$ cat src/rtl/mrld_pkg.sv
// Package: shared types and constants of the marker run-length decoder.
package mrld_pkg;

	localparam int COUNT_WIDTH_DEF = 32;
	localparam int REPEAT_W        = 32;
	localparam int STATUS_W        = 3;

	localparam logic [STATUS_W-1:0] ST_OK           = 3'd0;
	localparam logic [STATUS_W-1:0] ST_NONDIGIT     = 3'd1;
	localparam logic [STATUS_W-1:0] ST_UNTERMINATED = 3'd2;
	localparam logic [STATUS_W-1:0] ST_EMPTY        = 3'd3;
	localparam logic [STATUS_W-1:0] ST_OVERFLOW     = 3'd4;

	localparam logic [7:0] CHAR_PLUS  = 8'h2B;
	localparam logic [7:0] CHAR_MINUS = 8'h2D;
	localparam logic [7:0] CHAR_ZERO  = 8'h30;
	localparam logic [7:0] CHAR_ONE   = 8'h31;
	localparam logic [7:0] CHAR_NINE  = 8'h39;

	typedef struct packed {
		logic [7:0] in_byte;
		logic       end_of_stream;
	} src_t;

	typedef struct packed {
		logic [7:0]          out_byte;
		logic [REPEAT_W-1:0] repeat_count;
		logic [STATUS_W-1:0] status;
		logic                done_res;
	} res_t;

	typedef struct packed {
		logic in_run;
		logic run_is_ones;
		logic seen_digit;
		logic stopped;
	} flags_t;

endpackage

$ cat src/rtl/mrld_step.sv
// Next-state and result logic for one stream byte.
module mrld_step #(
	parameter int COUNT_WIDTH = mrld_pkg::COUNT_WIDTH_DEF
) (
	input  mrld_pkg::src_t           src,
	input  mrld_pkg::flags_t         flags,
	input  logic [COUNT_WIDTH-1:0]   count,
	output mrld_pkg::flags_t         flags_nxt,
	output logic [COUNT_WIDTH-1:0]   count_nxt,
	output logic                     emit,
	output mrld_pkg::res_t           res
);

	logic [7:0]                        b;
	logic [7:0]                        marker;
	logic [COUNT_WIDTH+3:0]            prod;
	logic                              ovf;
	logic [COUNT_WIDTH+mrld_pkg::REPEAT_W-1:0] cnt_ext;

	assign b       = src.in_byte;
	assign marker  = flags.run_is_ones ? mrld_pkg::CHAR_PLUS : mrld_pkg::CHAR_MINUS;
	assign prod    = ({{4{1'b0}}, count} << 3) + ({{4{1'b0}}, count} << 1)
	               + {{COUNT_WIDTH{1'b0}}, b[3:0]};
	assign ovf     = |prod[COUNT_WIDTH+3:COUNT_WIDTH];
	assign cnt_ext = {{mrld_pkg::REPEAT_W{1'b0}}, count};

	always_comb begin
		flags_nxt        = flags;
		count_nxt        = count;
		emit             = 1'b0;
		res.out_byte     = '0;
		res.repeat_count = '0;
		res.status       = mrld_pkg::ST_OK;
		res.done_res     = 1'b0;
		if (flags.stopped) begin
			emit = 1'b0;
		end else if (src.end_of_stream) begin
			flags_nxt.stopped = 1'b1;
			flags_nxt.in_run  = 1'b0;
			emit              = 1'b1;
			res.done_res      = 1'b1;
			res.status        = flags.in_run ? mrld_pkg::ST_UNTERMINATED : mrld_pkg::ST_OK;
		end else if (!flags.in_run) begin
			if (b == mrld_pkg::CHAR_PLUS || b == mrld_pkg::CHAR_MINUS) begin
				flags_nxt.in_run      = 1'b1;
				flags_nxt.run_is_ones = (b == mrld_pkg::CHAR_PLUS);
				flags_nxt.seen_digit  = 1'b0;
				count_nxt             = '0;
			end else begin
				emit             = 1'b1;
				res.out_byte     = b;
				res.repeat_count = {{(mrld_pkg::REPEAT_W-1){1'b0}}, 1'b1};
			end
		end else if (b == marker) begin
			emit = 1'b1;
			if (!flags.seen_digit) begin
				flags_nxt.stopped = 1'b1;
				flags_nxt.in_run  = 1'b0;
				res.done_res      = 1'b1;
				res.status        = mrld_pkg::ST_EMPTY;
			end else begin
				flags_nxt.in_run = 1'b0;
				res.out_byte     = flags.run_is_ones ? mrld_pkg::CHAR_ONE : mrld_pkg::CHAR_ZERO;
				res.repeat_count = cnt_ext[mrld_pkg::REPEAT_W-1:0];
			end
		end else if (b < mrld_pkg::CHAR_ZERO || b > mrld_pkg::CHAR_NINE) begin
			flags_nxt.stopped = 1'b1;
			flags_nxt.in_run  = 1'b0;
			emit              = 1'b1;
			res.done_res      = 1'b1;
			res.status        = mrld_pkg::ST_NONDIGIT;
		end else begin
			flags_nxt.seen_digit = 1'b1;
			if (ovf) begin
				flags_nxt.stopped = 1'b1;
				flags_nxt.in_run  = 1'b0;
				emit              = 1'b1;
				res.done_res      = 1'b1;
				res.status        = mrld_pkg::ST_OVERFLOW;
			end else begin
				count_nxt = prod[COUNT_WIDTH-1:0];
			end
		end
	end

endmodule

$ cat src/rtl/marker_run_length_decoder_unit.sv
// Top level of the marker run-length decoder: input register, step logic, result register.
//
//   channel | signals                      | payload
//   src     | src_valid, src_ready, src    | mrld_pkg::src_t (one stream byte)
//   res     | res_valid, res_ready, res    | mrld_pkg::res_t (zero or one per byte)
//
// One byte per cycle unless res stalls; a result is loaded from the input register.
// The decimal accumulate (count * 10 + digit) and its overflow check sit in one stage.
// Reset clears the run state and both valid flags; after a final result, bytes are
// still taken but give nothing until reset.
// A stalled result register holds the input register, and src_ready drops only then.
module marker_run_length_decoder_unit #(
	parameter int COUNT_WIDTH = mrld_pkg::COUNT_WIDTH_DEF
) (
	input  logic           clk,
	input  logic           arst_n,
	input  logic           src_valid,
	output logic           src_ready,
	input  mrld_pkg::src_t src,
	output logic           res_valid,
	input  logic           res_ready,
	output mrld_pkg::res_t res
);

	logic                   valid_s1;
	mrld_pkg::src_t         src_s1;
	logic                   res_valid_q;
	mrld_pkg::res_t         res_q;
	mrld_pkg::flags_t       flags_q;
	logic [COUNT_WIDTH-1:0] count_q;

	mrld_pkg::flags_t       flags_nxt;
	logic [COUNT_WIDTH-1:0] count_nxt;
	logic                   emit;
	mrld_pkg::res_t         step_res;
	logic                   adv_s1;

	assign adv_s1    = !res_valid_q || res_ready;
	assign src_ready = !valid_s1 || adv_s1;
	assign res_valid = res_valid_q;
	assign res       = res_q;

	mrld_step #(
		.COUNT_WIDTH(COUNT_WIDTH)
	) u_step (
		.src      (src_s1),
		.flags    (flags_q),
		.count    (count_q),
		.flags_nxt(flags_nxt),
		.count_nxt(count_nxt),
		.emit     (emit),
		.res      (step_res)
	);

	always_ff @(posedge clk or negedge arst_n) begin
		if (!arst_n) begin
			valid_s1    <= 1'b0;
			res_valid_q <= 1'b0;
			flags_q     <= '0;
			count_q     <= '0;
		end else begin
			if (src_ready) begin
				valid_s1 <= src_valid;
			end
			if (adv_s1) begin
				res_valid_q <= valid_s1 && emit;
				if (valid_s1) begin
					flags_q <= flags_nxt;
					count_q <= count_nxt;
				end
			end
		end
	end

	always_ff @(posedge clk) begin
		if (src_ready && src_valid) begin
			src_s1 <= src;
		end
		if (adv_s1 && valid_s1 && emit) begin
			res_q <= step_res;
		end
	end

endmodule

$ cat config.mk
export PLATFORM = sky130hd
export DESIGN_NAME = marker_run_length_decoder_unit
export DESIGN_NICKNAME = d
export VERILOG_FILES = /design/src/rtl/mrld_pkg.sv /design/src/rtl/mrld_step.sv /design/src/rtl/marker_run_length_decoder_unit.sv
export SDC_FILE = /design/constraint.sdc
export NUM_CORES = 1
export LEC_CHECK = 0
export ABC_AREA = 1
export BUFFER_PORTS_ARGS = -buffer_cell sky130_fd_sc_hd__buf_4
export CAP_MARGIN = 20
export CORE_ASPECT_RATIO = 1.2
export CORE_MARGIN = 2
export CORE_UTILIZATION = 45
export CTS_CLUSTER_DIAMETER = 60
export DETAILED_ROUTE_END_ITERATION = 16
export GPL_TIMING_DRIVEN = 0
export PLACE_DENSITY = 0.61
export SYNTH_ARGS = -nofsm -noshare
export SYNTH_HDL_FRONTEND = slang
export SYNTH_SLANG_ARGS = --single-unit
$ cat constraint.sdc
create_clock -name clk -period 4.3 [get_ports clk]
set_clock_uncertainty 0.05 [all_clocks]
set_input_delay 0.86 -clock clk [delete_from_list [all_inputs] [get_ports clk]]
set_output_delay 0.86 -clock clk [all_outputs]
set_load 0.1 [all_outputs]
## Yosys cells after proc, flatten, opt, wreduce, memory -nomap -nowiden

Index checks and enable logic that the tools add are counted.

- Bits in registers: 91
- Latch bits: 0
- RAM bits: 0
- Memory bits (read-only): 0
- Logic and storage cells: 83
- Memories: 0

- Add/sub/neg operators: 2
- $mul: 0
- Div/mod/pow operators: 0
- Magnitude comparators: 2
- Eq/ne operators: 6
- Shift operators: 0
- Muxes and demuxes: 39
- Bitwise operators: 3
- Reductions and logical operators: 18

Operators with widths:

| operator | count |
|---|---|
| $mux 32 | 5 |
| $mux 40 | 3 |
| $mux 38 | 1 |
| $add 35x33->36 | 1 |
| $add 36x4->36 | 1 |
| $mux 1 | 21 |
| $mux 4 | 5 |
| $eq 8x6->1 const B | 2 |
| $mux 3 | 3 |
| $eq 8x8->1 | 1 |
| $gt 8x6->1 const B | 1 |
| $lt 8x6->1 const B | 1 |
| $reduce_and 8->1 | 1 |
| $reduce_and 7->1 | 1 |
| $ne 2x2->1 const B | 3 |
| $reduce_and 6->1 | 1 |
| $logic_and 1x1->1 | 4 |
| $logic_or 1x1->1 | 4 |
| $reduce_or 4->1 | 1 |
| $not 1->1 | 3 |
| $reduce_and 3->1 | 1 |
| $logic_not 1->1 | 2 |
| $mux 2 | 1 |
| $reduce_and 2->1 | 1 |
| other kinds (2) | 2 |

## Depth between registers and ports, before layout

- Depth after elaboration: 10
- Mapped depth: 22

## Hierarchy

From an unflattened synthesis, not the netlist that was laid out.

- Cells, all modules: 1,000
- Area total of the unflattened synthesis: 7,068.0 um^2

By module, submodules not included:

| module | instances | cells an instance | area each (um^2) | seq. area each (um^2) |
|---|---|---|---|---|
| mrld_step | 1 | 780 | 3,925.0 | 0.0 |
| marker_run_length_decoder_unit | 1 | 220 | 3,143.0 | 2,542.4 |

## Least setup slack after synthesis

No wires, ideal clock.

- Path kind: reg2reg
- Start point: register src_s1[4] (netlist bit)
- End point: register res_q (netlist bit res[0]) (enable)
- Library setup time: 398 ps
- Arrival: 3,322 ps
- Data required time: 3,852 ps
- Path slack: 529 ps
- Stages on the path, launching flop included: 20
- Path buffers: 0
- Period minus slack after synthesis: 3,771 ps
- Path through: edfxtp_1 -> inv_1 -> fa_1 -> inv_1 -> fa_1 -> nand2_1 -> nand2_1 -> nand3_2 -> nand2_2 -> nand2_1 -> nand2_2 -> nand2_1 -> nand3_1 -> nand2_1 -> nor2_4 -> nand2_4 -> nand2_4 -> nand3_1 -> nand2_1 -> inv_1

- Cells in the longest elaborated chain, start to end: 9
- Elaborated cells between the ends (all ways): 17
- Classes of those cells: add/sub (1); order compare (2); eq/ne (3); mux (7); reduce/logical (4)

RTL lines:

| item | line | text |
|---|---|---|
| start, declared | marker_run_length_decoder_unit.sv:26 | `mrld_pkg::src_t src_s1;` |
| start signal, assigned | marker_run_length_decoder_unit.sv:77 | `src_s1 <= src;` |
| $add 36x4->36 | mrld_step.sv:23 | `+ {{COUNT_WIDTH{1'b0}}, b[3:0]};` |
| $reduce_or 4->1 | mrld_step.sv:24 | `assign ovf = \|prod[COUNT_WIDTH+3:COUNT_WIDTH];` |
| $mux 1 | mrld_step.sv:74 | `if (ovf) begin` |
| $mux 1 | mrld_step.sv:66 | `end else if (b < mrld_pkg::CHAR_ZERO \|\| b > mrld_pkg::CHAR_NINE) begin` |
| $mux 1 | mrld_step.sv:54 | `end else if (b == marker) begin` |
| $mux 1 * | mrld_step.sv:43 | `end else if (!flags.in_run) begin` |
| $mux 1 * | mrld_step.sv:37 | `end else if (src.end_of_stream) begin` |
| $mux 1 * | mrld_step.sv:35 | `if (flags.stopped) begin` |
| $logic_and 1x1->1 * | marker_run_length_decoder_unit.sv:79 | `if (adv_s1 && valid_s1 && emit) begin` |
| end signal, assigned | marker_run_length_decoder_unit.sv:80 | `res_q <= step_res;` |
| end, declared | marker_run_length_decoder_unit.sv:28 | `mrld_pkg::res_t res_q;` |

Mark *: on every way between the ends. The rest lies on a longest branch, timed or not.
A chain may end at the register's enable or synchronous reset.

## Final worst setup path

- Start point: register src_s1[4] (netlist bit)
- End point: register res_q (netlist bit res[17]) (enable)

The elaborated chain is that of the path after synthesis.

==> flow_metrics.py <==
metrics = {
    "run_status": {
        "outcome": "complete, no violations",
    },
    "synth": {
        "syn_area_um2": 6322,
        "synthArstFlopShare": 0.4176,
        "yosys_most_used_dff": "edfxtp_1",
        "yosys-top-cells-area": "edfxtp_1, dfrtp_1, nand2_1",
        "ys_types": 42,
        "syn-mean-instance-area_um2": 7.933,
        "synth_seq_area_share": 0.4021,
        "syn-num-nets": 875,
        "ys_seq_elements": 91,
        "synthCells": 797,
        "synth_edf_count": 53,
        "synth_top_cell_by_area": "edfxtp_1",
        "synth_top_area_share": 0.2517,
        "yosys_warnings": 0,
    },
    "pwr": {
        "seq_power_share": 0.525,
        "comb_power_share": 0.018,
        "clkPwrFrac": 0.457,
        "power.density_nw_per_um2": 241.6,
        "leakagePower_nw": 3.748,
        "fin_total_pwr_w": 0.001765,
        "peakVddDrop_v": 0.0001779,
        "p_switching_w": 0.0004159,
        "p_int_w": 0.001349,
        "swShare": 0.2356,
    },
    "clock_tree": {
        "numCtsBuffers": 9,
        "cts-resized-gates": 0,
        "cts.path.max_buffers": 2,
        "cts.hold.buffers_added": 0,
        "cts_setup_buffers": 0,
        "clock-sinks": 91,
        "ctsHtreeMaxLevel": 3,
        "worstSkewPairLatency_ns": 0.37,
        "root_buffer": "clkbuf_16",
        "path_clk_slew_ns": 0.08,
        "cts_tree": "built",
    },
    "critical_path": {
        "cp_max_fo": 23,
        "cp-start-kind": "flip-flop",
        "critPathCaptureType": "flip-flop",
        "rr_worst_depth": 20,
        "cp-endpoint": "res[17]$_SDFFCE_PP0P_",
        "r2r_start": "src_s1[4]$_DFFE_PP_",
        "crit_required_ns": 4.32,
        "crit_path_start": "src_s1[4]$_DFFE_PP_",
        "cp.arrival_ns": 3.84,
        "ff2ff_setup_slack_ns": 0.48,
        "rr_endpoint": "res[17]$_SDFFCE_PP0P_",
        "path_class": "flip-flop to flip-flop",
    },
    "sta": {
        "maxSlewViolCount": 0,
        "period_share": 0.8887,
        "finalSetupViolCount": 0,
        "worstMarginPinSlew_ns": 0.6766,
        "finalHoldViolCount": 0,
        "rsz0062_at_grt": "false",
        "fin_tns_setup_ns": 0,
        "max_freq_ghz": 0.2617,
        "timing.final.ws_setup_ns": 0.4786,
        "relSlewSlack": 0.5489,
        "min_period_ns": 3.821,
    },
    "global_route": {
        "grt_pass1_vias": 5162,
        "antenna_found_initial": 0,
        "gr-total-overflow": 0,
        "grt_pass1_wl_um": 24170,
        "grt_max_degree": 39,
        "grt_usage": 0.1996,
    },
    "cells_and_area": {
        "n_antenna_cell": 0,
        "finalNonFillerCells": 1043,
        "area_growth_pct": 15.56,
        "layout-drive-gt1-share": 0.1732,
        "fin_util": 0.5309,
        "fill_cells": 1321,
        "final_nets": 945,
    },
    "place": {
        "hpwl_um": 11030,
        "place_ws_ns": 0.4582,
        "globalplace.congestion": 0.9193,
        "dp_cells": 1027,
        "io_buffers": 58,
    },
    "route": {
        "drc": 0,
        "drt_iter0_drc": 206,
        "num_vias": 5154,
        "post_drt_wl_per_cell_um": 13.45,
        "top_layer": "met4",
        "dr_wl_met2_um": 7087,
        "met1_length_um": 6157,
        "wirelength_um": 14030,
        "route.antenna.remaining_nets": 0,
        "vias_per_cell": 4.942,
        "drt_pass1_iterations": 4,
        "wl_met3_um": 531,
    },
    "hold_path": {
        "hold_path_class": "primary input to asynchronous set/reset pin",
    },
    "die": {
        "fp-row-count": 47,
        "start_util": 0.4594,
        "die_x_um": 112.2,
        "coreArea_um2": 13760,
        "fp.dieArea_um2": 15020,
        "ioPinCount": 59,
        "die_h_um": 133.8,
    },
    "job": {
        "drv_cap": 0,
    },
}
power groups by stage:
stage / Clock (W) / Sequential [W] / Combinational, W
global placement: 0 / 0.000946 / 0.0000326
detailed placement: 0 / 0.000946 / 0.0000334
CTS: 0.000825 / 0.000927 / 0.0000336
global route: 0.000863 / 0.000928 / 0.0000387
floorplan: 0 / 0.000945 / 0.0000137
finish: 0.000806 / 0.000927 / 0.0000322
synthesized netlist by cell type (all sizes together) (4+ instances only):
cell and instances:
buf 5, inv 136, a21oi 34, edfxtp 53, a31oi 6, nor3 9, ha 63, clkbuf 6
o21bai 6, xnor2 4, nand2 240, or2 15, nand3 33, o21ai 45, dfrtp 38, nor2 84
worst max-delay path, cell delays in order, from the launching register on:
cell and delay, ns:
edfxtp_1 0.38, inv_1 0.09, fa_1 0.53, inv_1 0.06
fa_1 0.45, nand2_1 0.08, nand2_1 0.10, nand3_2 0.10
nand2_2 0.08, nand2_1 0.09, nand2_2 0.11, nand2_1 0.11
nand3_1 0.07, nand2_1 0.13, nor2_4 0.05, nand2_4 0.08
nand2_4 0.07, nand3_1 0.11, nand2_1 0.09, inv_2 0.40
buf_16 0.24
metal layers:
metal | up-vias | track usage
li1 | 2693 | -
met1 | 2375 | 0.2445
met2 | 68 | 0.3548
met3 | 18 | 0.03751
met4 | 0 | 0.06436
met5 | - | 0
logic make-up after synthesis:
logic type | after synthesis | share of synthesized area
AND/OR/NAND/NOR | 392 | 0.2701
buffers and inverters | 147 | 0.09321
AO/OA/AOI/OAI | 98 | 0.09796
flip-flops | 91 | 0.4021
adder cells (fa/ha/maj) | 65 | 0.1310
XOR/XNOR | 4 | 0.005541
placed cells by master (no fill, tap or decap), types with 2 or more instances in the layout:
cell type and n:
fa_1 2, nand2_1 227, o21ai_0 16, dfrtp_1 38, o21bai_1 6, nor2_1 76
ha_1 63, edfxtp_1 53, nand2_2 10, o21ai_1 6, nor2_2 5, nor3_1 9
or2_2 14, clkbuf_16 9, nor3b_1 2, clkinv_8 2, inv_2 8, and3_1 3
o21ai_2 23, nand3_2 2, a21oi_1 34, nand2_4 2, nand3_1 31, buf_6 5
clkinv_4 2, xnor2_1 4, inv_8 2, buf_4 58, a31oi_1 6, nor2_4 3
clkbuf_1 6, inv_1 128
state kept, by name, indices dropped and copies added (netlist names):
register and flops:
res_valid 1, res 44, valid_s1 1, src_s1 9, flags_q 4, count_q 32
per-stage QoR:
stage	hold WS (ns)	instance area [um2]
after floorplan	0.4132	6322
after global placement	0.4268	6972
after CTS	0.4516	7306
after global routing	0.4777	7306
final	0.4298	7306
after detailed placement	0.4382	6999
worst min-delay path by stage:
stage	startpoint	end
floorplan	flags_q[2]$_DFFE_PN0P_	flags_q[2]$_DFFE_PN0P_
global placement	flags_q[2]$_DFFE_PN0P_	flags_q[2]$_DFFE_PN0P_
detailed placement	flags_q[2]$_DFFE_PN0P_	flags_q[2]$_DFFE_PN0P_
CTS	arst_n	flags_q[0]$_DFFE_PN0P_
global route	arst_n	flags_q[0]$_DFFE_PN0P_
finish	arst_n	count_q[16]$_DFFE_PN0P_
cell type report:
cell class              instances  area, um2  area share
plain buffers                  11      78.83     0.01079
clock buffers                   9      225.2     0.03083
clock inverters                 7      81.33     0.01113
inverters                     136      510.5     0.06988
multi-input cells             559       3191      0.4367
flip-flops and latches         91       2542      0.3480
well taps                     171      214.0     0.02929
repair buffers                 59      462.9     0.06337
(Power assumes the default switching activity.)
